[src/rtl/yprgb_pkg.sv]
// yprgb_pkg: shared types and constants for the yuv pair to rgb converter
// full-range bt.601 coefficients in fixed point with 16 fraction bits, chroma offset struct
// no dependencies

package yprgb_pkg;

  // conversion coefficients, scaled by 2^16
  localparam logic signed [17:0] COEF_RV = 18'sd91881;
  localparam logic signed [17:0] COEF_GU = 18'sd22554;
  localparam logic signed [17:0] COEF_GV = 18'sd46802;
  localparam logic signed [17:0] COEF_BU = 18'sd116130;

  // chroma bias and channel limit
  localparam logic [7:0] CHROMA_BIAS = 8'd128;
  localparam logic [7:0] CHAN_MAX    = 8'd255;

  // chroma order codes
  localparam logic CHROMA_ORDER_UV = 1'b0;
  localparam logic CHROMA_ORDER_VU = 1'b1;

  // per-channel offsets after the shift by 16, shared by both pixels
  typedef struct packed {
    logic signed [9:0] red;
    logic signed [9:0] green;
    logic signed [9:0] blue;
  } chroma_off_t;

  // one rgb pixel
  typedef struct packed {
    logic [7:0] red;
    logic [7:0] green;
    logic [7:0] blue;
  } rgb_pix_t;

endpackage

[src/rtl/yprgb_chroma_mult.sv]
// yprgb_chroma_mult: chroma order select, bias removal and coefficient products
// registers the three shifted chroma offsets; depends on yprgb_pkg

module yprgb_chroma_mult import yprgb_pkg::*; (
  input  logic        clk,
  input  logic        chroma_order,
  input  logic [7:0]  chroma_first,
  input  logic [7:0]  chroma_second,
  output chroma_off_t offs_r
);

  logic [7:0]         u_byte;
  logic [7:0]         v_byte;
  logic signed [8:0]  d_val;
  logic signed [8:0]  e_val;
  logic signed [26:0] prod_r;
  logic signed [26:0] prod_g;
  logic signed [26:0] prod_b;
  chroma_off_t        offs_nxt;

  // pick u and v, remove the bias
  always_comb begin
    if (chroma_order == CHROMA_ORDER_VU) begin
      u_byte = chroma_second;
      v_byte = chroma_first;
    end else begin
      u_byte = chroma_first;
      v_byte = chroma_second;
    end
    d_val = $signed({1'b0, u_byte}) - $signed({1'b0, CHROMA_BIAS});
    e_val = $signed({1'b0, v_byte}) - $signed({1'b0, CHROMA_BIAS});
  end

  // products, then arithmetic shift by 16 (floor)
  always_comb begin
    prod_r = COEF_RV * e_val;
    prod_g = (COEF_GU * d_val) + (COEF_GV * e_val);
    prod_b = COEF_BU * d_val;
    offs_nxt.red   = prod_r[25:16];
    offs_nxt.green = prod_g[25:16];
    offs_nxt.blue  = prod_b[25:16];
  end

  // offset register
  always_ff @(posedge clk) begin
    offs_r <= offs_nxt;
  end

endmodule

[src/rtl/yprgb_pixel_clamp.sv]
// yprgb_pixel_clamp: adds chroma offsets to one luma value and clamps to 0..255
// registers one rgb pixel; depends on yprgb_pkg

module yprgb_pixel_clamp import yprgb_pkg::*; (
  input  logic        clk,
  input  logic [7:0]  luma,
  input  chroma_off_t offs,
  output rgb_pix_t    pix_r
);

  logic signed [10:0] red_sum;
  logic signed [10:0] green_sum;
  logic signed [10:0] blue_sum;
  rgb_pix_t           pix_nxt;

  function automatic logic [7:0] clamp_chan(input logic signed [10:0] val);
    logic [7:0] res;
    if (val < 0) begin
      res = 8'd0;
    end else if (val > $signed({3'b000, CHAN_MAX})) begin
      res = CHAN_MAX;
    end else begin
      res = val[7:0];
    end
    return res;
  endfunction

  // luma plus offsets, green subtracts
  always_comb begin
    red_sum   = $signed({3'b000, luma}) + 11'(offs.red);
    green_sum = $signed({3'b000, luma}) - 11'(offs.green);
    blue_sum  = $signed({3'b000, luma}) + 11'(offs.blue);
    pix_nxt.red   = clamp_chan(red_sum);
    pix_nxt.green = clamp_chan(green_sum);
    pix_nxt.blue  = clamp_chan(blue_sum);
  end

  // pixel result register
  always_ff @(posedge clk) begin
    pix_r <= pix_nxt;
  end

endmodule

[src/rtl/yuv_pair_to_rgb_converter.sv]
// yuv_pair_to_rgb_converter: top level, pixel pair ycbcr to rgb (bt.601 full range)
// uses yprgb_pkg, yprgb_chroma_mult and yprgb_pixel_clamp
//
//  channel  | ports                                   | handshake
//  ---------+-----------------------------------------+-----------------------------
//  input    | in_luma_first/second, in_chroma_*       | start high, busy low
//  result   | out_red/green/blue_first/second         | out_strobe, one cycle
//  config   | cfg_wdata (chroma_order)                | cfg_we
//
// one transaction per cycle; after acceptance the result passes in turn through the
// input register, the product register and the clamp register
// rst_n is synchronous; busy is high only while reset is applied
// the receiver cannot stall, so only reset holds off the input side

module yuv_pair_to_rgb_converter import yprgb_pkg::*; (
  input  logic       clk,
  input  logic       rst_n,
  input  logic       start,
  output logic       busy,
  input  logic [7:0] in_luma_first,
  input  logic [7:0] in_luma_second,
  input  logic [7:0] in_chroma_first,
  input  logic [7:0] in_chroma_second,
  input  logic       cfg_we,
  input  logic       cfg_wdata,
  output logic       out_strobe,
  output logic [7:0] out_red_first,
  output logic [7:0] out_green_first,
  output logic [7:0] out_blue_first,
  output logic [7:0] out_red_second,
  output logic [7:0] out_green_second,
  output logic [7:0] out_blue_second
);

  logic        chroma_order_r;
  logic [2:0]  valid_r;
  logic [2:0]  valid_nxt;
  logic        accept;
  logic [7:0]  luma_first_r;
  logic [7:0]  luma_second_r;
  logic [7:0]  chroma_first_r;
  logic [7:0]  chroma_second_r;
  logic [7:0]  luma_first_d_r;
  logic [7:0]  luma_second_d_r;
  chroma_off_t offs;
  rgb_pix_t    pix_first;
  rgb_pix_t    pix_second;

  assign busy   = ~rst_n;
  assign accept = start & ~busy;

  // configuration register
  always_ff @(posedge clk) begin
    if (!rst_n) begin
      chroma_order_r <= CHROMA_ORDER_UV;
    end else if (cfg_we) begin
      chroma_order_r <= cfg_wdata;
    end
  end

  // valid pipeline
  assign valid_nxt = {valid_r[1:0], accept};

  always_ff @(posedge clk) begin
    if (!rst_n) begin
      valid_r <= 3'b000;
    end else begin
      valid_r <= valid_nxt;
    end
  end

  // input register, then luma delay to line up with the products
  always_ff @(posedge clk) begin
    if (accept) begin
      luma_first_r    <= in_luma_first;
      luma_second_r   <= in_luma_second;
      chroma_first_r  <= in_chroma_first;
      chroma_second_r <= in_chroma_second;
    end
    luma_first_d_r  <= luma_first_r;
    luma_second_d_r <= luma_second_r;
  end

  // shared chroma products
  yprgb_chroma_mult u_chroma_mult (
    .clk           (clk),
    .chroma_order  (chroma_order_r),
    .chroma_first  (chroma_first_r),
    .chroma_second (chroma_second_r),
    .offs_r        (offs)
  );

  // left and right pixel
  yprgb_pixel_clamp u_clamp_first (
    .clk   (clk),
    .luma  (luma_first_d_r),
    .offs  (offs),
    .pix_r (pix_first)
  );

  yprgb_pixel_clamp u_clamp_second (
    .clk   (clk),
    .luma  (luma_second_d_r),
    .offs  (offs),
    .pix_r (pix_second)
  );

  // result ports
  assign out_strobe       = valid_r[2];
  assign out_red_first    = pix_first.red;
  assign out_green_first  = pix_first.green;
  assign out_blue_first   = pix_first.blue;
  assign out_red_second   = pix_second.red;
  assign out_green_second = pix_second.green;
  assign out_blue_second  = pix_second.blue;

endmodule

[config.mk]
export PLATFORM = sky130hd
export DESIGN_NAME = yuv_pair_to_rgb_converter
export DESIGN_NICKNAME = d
export VERILOG_FILES = /design/src/rtl/yprgb_pkg.sv /design/src/rtl/yprgb_chroma_mult.sv /design/src/rtl/yprgb_pixel_clamp.sv /design/src/rtl/yuv_pair_to_rgb_converter.sv
export SDC_FILE = /design/constraint.sdc
export NUM_CORES = 1
export LEC_CHECK = 0
export BUFFER_PORTS_ARGS = -buffer_cell sky130_fd_sc_hd__buf_2
export CAP_MARGIN = 20
export CORE_MARGIN = 2
export CORE_UTILIZATION = 35
export DETAILED_ROUTE_END_ITERATION = 8
export GPL_TIMING_DRIVEN = 1
export PLACE_DENSITY = 0.62
export SYNTH_ARGS = -nofsm -noshare
export SYNTH_HDL_FRONTEND = slang
export SYNTH_HIERARCHICAL = 1
export SYNTH_SLANG_ARGS = --single-unit
[constraint.sdc]
create_clock -name clk -period 8.6 [get_ports clk]
set_input_delay 0.43 -clock clk [delete_from_list [all_inputs] [get_ports clk]]
set_output_delay 0.43 -clock clk [all_outputs]
set_load 0.1 [all_outputs]
Word level (Yosys, flattened, before mapping). Index checks and enable logic that the tools add are counted.

Logic and storage cells: 52. Output and inout bits: 50. Register bits after elaboration: 130. Input bits: 37.

$add $sub $neg: 9. Order comparisons: 12. Multipliers: 4. Bitwise gates (word level): 2. Mux-type cells: 8.

Operator list (number): $gt A11 B9 Y1 const B (6); $lt A11 B1 Y1 const B (6); $mux W8 (8); $add A9 B10 Y11 (4); $add A26 B26 Y26 (1); $mul A18 B9 Y26 const A (1); $mul A16 B9 Y25 const A (1); $mul A17 B9 Y25 const A (1); $mul A15 B9 Y24 const A (1); $sub A9 B10 Y11 (2); $sub A8 B8 Y9 const B (2); $and A1 B1 Y1 (1); $not A1 Y1 (1).

Depth between registers and ports, before layout.
Word-level depth: 4. Mapped depth: 28.

Hierarchy. The synthesis kept the hierarchy.

Modules (own cells, without submodules): yprgb_chroma_mult (sequential area each 600.6 um^2, cells an instance 948, times used 1, area an instance 9061.2 um^2); yprgb_pixel_clamp at u_clamp_first (sequential area each 480.5 um^2, cells an instance 277, times used 1, area an instance 2252.2 um^2); yprgb_pixel_clamp at u_clamp_second (sequential area each 480.5 um^2, cells an instance 284, times used 1, area an instance 2234.6 um^2); yuv_pair_to_rgb_converter (sequential area each 1361.3 um^2, cells an instance 59, times used 1, area an instance 1408.9 um^2).

Worst setup path after synthesis. OpenSTA, ideal clock, no wires.

Path kind: reg2reg. From: register chroma_order_r. To: register u_chroma_mult/offs_r[19] in the netlist's numbering. Path buffers: 2. Data required time: 8.471 ns. Path slack: 1.805 ns. Library setup time: 0.129 ns. Arrival time: 6.665 ns. Stages on the path, launching flop included: 27. Cells stage by stage: dfxtp_1 > buf_6 > buf_1 > mux2i_1 > inv_1 > ha_1 > xnor2_1 > inv_1 > fa_1 > fa_1 > inv_1 > fa_1 > inv_1 > ha_1 > a211oi_1 > nor2_1 > o21a_1 > nor2_1 > xnor2_1 > ha_1 > nand4_2 > nor4_2 > a311oi_2 > a2111oi_4 > o2111ai_2 > a311o_1 > xnor3_1.

Word-level cells in the longest chain between the ends: 4. Elaborated cells on any way between the ends: 7. Those cells by class: 3 x add/sub; 2 x mul; 2 x mux.

RTL lines: start: declaration (RTL line yuv_pair_to_rgb_converter.sv:35) `logic chroma_order_r;`; start signal: assignment (RTL line yuv_pair_to_rgb_converter.sv:57) `chroma_order_r <= cfg_wdata;`; $mux W8 (RTL line yprgb_chroma_mult.sv:23) `if (chroma_order == CHROMA_ORDER_VU) begin`; $sub A8 B8 Y9, on equally long branches (RTL line yprgb_chroma_mult.sv:31, yprgb_chroma_mult.sv:30); $mul A16 B9 Y25 or $mul A15 B9 Y24 (tied branches) (RTL line yprgb_chroma_mult.sv:37) `prod_g = (COEF_GU * d_val) + (COEF_GV * e_val);`; $add A26 B26 Y26 * (RTL line yprgb_chroma_mult.sv:37); net u_chroma_mult.prod_g[25] (RTL line yprgb_chroma_mult.sv:17) `logic signed [26:0] prod_g;`; end signal: assignment (RTL line yprgb_chroma_mult.sv:46) `offs_r <= offs_nxt;`; end: declaration (RTL line yprgb_chroma_mult.sv:9) `output chroma_off_t offs_r`.

The timed path passes the listed nets; every way through them passes the cells marked *. A chain may end at the register's enable or synchronous reset.

Final worst setup path. Same ends and word-level chain as after synthesis.

==> out/metrics.csv <==
stage,metric,value,unit
timing,setup_viol,0,
synth,yosysTopAreaCell,ha_1,
cts,clkSinkCount,130,
critical_path,start_kind,register,
route,wl_per_cell,16.0,microns
synth,async_flop_share,0,
synth,syn_nets,2023,
final_layout,multi_input_area,11000,sq um
final_layout,area_growth,11.0,%
cts,cts_resized,0,
die,dieHeight,211,microns
placement,pre_cts_ws,1.35,ns
cts,clk_path_buf_depth,2,
timing,fmax,137,MHz
worst_hold_path,hold_depth,1,
timing,worst_slew_pin_slew,1.03,ns
timing,finalCritPeriodShare,0.849,
critical_path,critPathCaptureType,register,
die,start_util,0.356,
timing,slew_violations,0,
die,core,42000,sq um
global_route,globalRouteTotalUtil,0.165,
final_layout,fin_area,16600,sq um
synth,netlist.area_leader.share,0.260,
cts,cts-root-buf,clkbuf_16,
timing,tns,0,ns
timing,max_slew_margin,0.314,
timing,min_period,7.30,ns
die,die-area,44400,sq um
final_layout,fill_cells,4150,
synth,seq_area_frac_synth,0.195,
critical_path,cp_slowest_cell,dfxtp_1,
final_layout,drive_above_1_share,0.109,
synth,yosys_warnings,6,
synth,synth_edf_count,32,
global_route,grt-ovfl-total,0,
timing,rsz0062_at_grt,false,
route,via_count,11282,
placement,gp_congestion,0.897,
timing,fin_skew,0.0135,ns
global_route,grt_pass1_vias,11349,
cts,cts_tree,yes,
status,status,finished clean,
die,rows,75,
critical_path,crit_type,reg2reg,
placement,port_buffers,86,
cts,path_clk_slew,0.08,ns
worst_hold_path,hp-class,in2reg,
critical_path,reg2reg_depth,24,
synth,postSynthAreaPerCell,9.54,sq um
synth,yosysMostFrequentCell,ha_1,
route,initialDrtViolationCount,397,
global_route,grt_max_degree,33,
critical_path,worstPathCellList,buf_4 -> mux2i_1 -> inv_1 -> ha_1 -> ha_1 -> fa_1 -> ha_1 -> ha_1 -> xnor2_1 -> ha_1 -> nor2b_1 -> o21ai_0 -> a21boi_0 -> o21ai_1 -> nor2b_1 -> xnor2_1 -> ha_1 -> nand4_2 -> nor4_2 -> a311oi_2 -> a2111oi_4 -> o2111ai_2 -> a311o_1 -> xnor3_1,
synth,syn_inst,1568,
timing,finalHoldViolCount,0,
route,drtAntennaViolNets,0,
cts,cts_hold_buf,0,
critical_path,cpMostUsedCell,ha_1,
critical_path,worstPathRequired,8.96,ns
cts,htree_num_levels,4,
die,die_w,211,microns
critical_path,critPathArrivalTime,7.66,ns
final_layout,fin_util,0.395,
placement,dpl_cell_area,16000,sq um
synth,netlist_area,15000,sq um
cts,tritoncts.num_buffers,17,
run,maxCapViolCount,0,
synth,yosys-top-cells-area,"ha_1 (26%), fa_1 (14%), dfxtp_1 (13%)",
final_layout,seqCellArea,2920,sq um
synth,synth_commonest_cells,"ha_1 (311), inv_1 (237), fa_1 (107)",
route,drt_wl_total,35200,microns
die,boundaryPins,87,
synth,synth_flop_cell,dfxtp_1,
final_layout,fin_nets,2110,
route,drc,0,
final_layout,antenna_cells,0,
critical_path,crit_path_max_incr_delay,0.64,ns
synth,synth.distinct_cells,94,
cts,clkLatencyLatePin,0.47,ns
global_route,antenna_found_initial,0,
critical_path,rrSetupSlack,1.30,ns
critical_path,path_max_fanout,11,
route,dr.pass1.iters,5,
synth,synth_seq_cells,130,
route,drt-vias-per-instance,5.11,
placement,dpl.hpwl,29500,microns
cts,post_cts_buffers,0,
timing,fin_ws,1.30,ns
global_route,grt_first_pass_wirelength,57400,microns
[cell type report]
cell class                 instances  area share
clock buffer                      17      0.0256
clock inverter                    15      0.0111
inverter                         239      0.0541
multi-input combinational       1176       0.664
sequential                       130       0.176
tap                              539      0.0406
timing repair buffer              91      0.0282
[layer usage]
layer	GRT usage	up-vias	routed length (microns)
li1	-	5715	-
met1	0.220	5316	17300
met2	0.265	206	15800
met3	0.0299	45	1160
met4	0.0661	0	1000
met5	0	-	0
[final timing paths]
kind                                           end                         from
setup / recovery  u_chroma_mult/offs_r[19]$_DFF_P_  chroma_order_r$_SDFFE_PN0P_
hold / removal        chroma_second_r[1]$_DFFE_PP_          in_chroma_second[1]
setup reg to reg  u_chroma_mult/offs_r[19]$_DFF_P_  chroma_order_r$_SDFFE_PN0P_
hold reg to reg          luma_first_d_r[3]$_DFF_P_    luma_first_r[3]$_DFFE_PP_
[sequential cells by signal, summed over array words and instances, names as in the netlist]
| signal | cells |
|---|---|
| u_chroma_mult/offs_r | 30 |
| u_clamp_first/pix_r | 24 |
| u_clamp_second/pix_r | 24 |
| chroma_first_r | 8 |
| chroma_second_r | 8 |
| luma_first_d_r | 8 |
| luma_first_r | 8 |
| luma_second_d_r | 8 |
| luma_second_r | 8 |
| valid_r | 3 |
| chroma_order_r | 1 |
[metrics by stage]
| stage | hold WS (ns) | std cells |
|---|---|---|
| global route | 0.101 | 2207 |
| floorplan | 0.323 | 1568 |
| CTS | 0.0975 | 2207 |
| detailed placement | 0.327 | 2175 |
| global placement | 0.330 | 2175 |
| finish | 0.131 | 2207 |
[critical path: cells and delay by family (launching register included)]
family / cells / cell delay (ns)
adder cells (fa/ha/maj): 7 / 2.44
AO/OA/AOI/OAI: 7 / 1.71
AND/OR/NAND/NOR: 4 / 0.80
flip-flops: 1 / 0.64
buffers and inverters: 2 / 0.54
XOR/XNOR: 3 / 0.54
multiplexers: 1 / 0.51
[cell families (layout without fill, tap and decap cells)]
group                    Yosys count  after routing  synth area share
AND/OR/NAND/NOR                  280            280            0.0945
multiplexers                      23             23            0.0171
flip-flops                       130            130             0.195
adder cells (fa/ha/maj)          418            418             0.403
XOR/XNOR                          74             74            0.0443
AO/OA/AOI/OAI                    381            381             0.178
buffers and inverters            262            362            0.0675
[placed cells by master, fill, tap and decap left out, types with 11 or more instances in the layout]
cell type | netlist | final
nand2_1 | 44 | 44
o21ai_1 | 12 | 12
xnor2_1 | 53 | 53
inv_1 | 237 | 237
ha_1 | 311 | 311
nor3_1 | 33 | 33
dfxtp_1 | 98 | 98
buf_2 | 9 | 86
nor2_1 | 104 | 104
o21a_1 | 29 | 29
mux2i_1 | 14 | 14
fa_1 | 107 | 107
a21oi_1 | 89 | 89
nand3_1 | 13 | 13
edfxtp_1 | 32 | 32
o21bai_1 | 11 | 11
xor2_1 | 20 | 20
a211oi_1 | 22 | 22
a21o_1 | 31 | 31
a31oi_1 | 15 | 15
clkbuf_16 | 0 | 17
or2_2 | 12 | 12
o21ai_0 | 65 | 65
a221oi_1 | 11 | 11
Power is left out: the tool's default activity adds up to more than one toggle a clock period on the data nets, which glitch-free logic cannot reach.
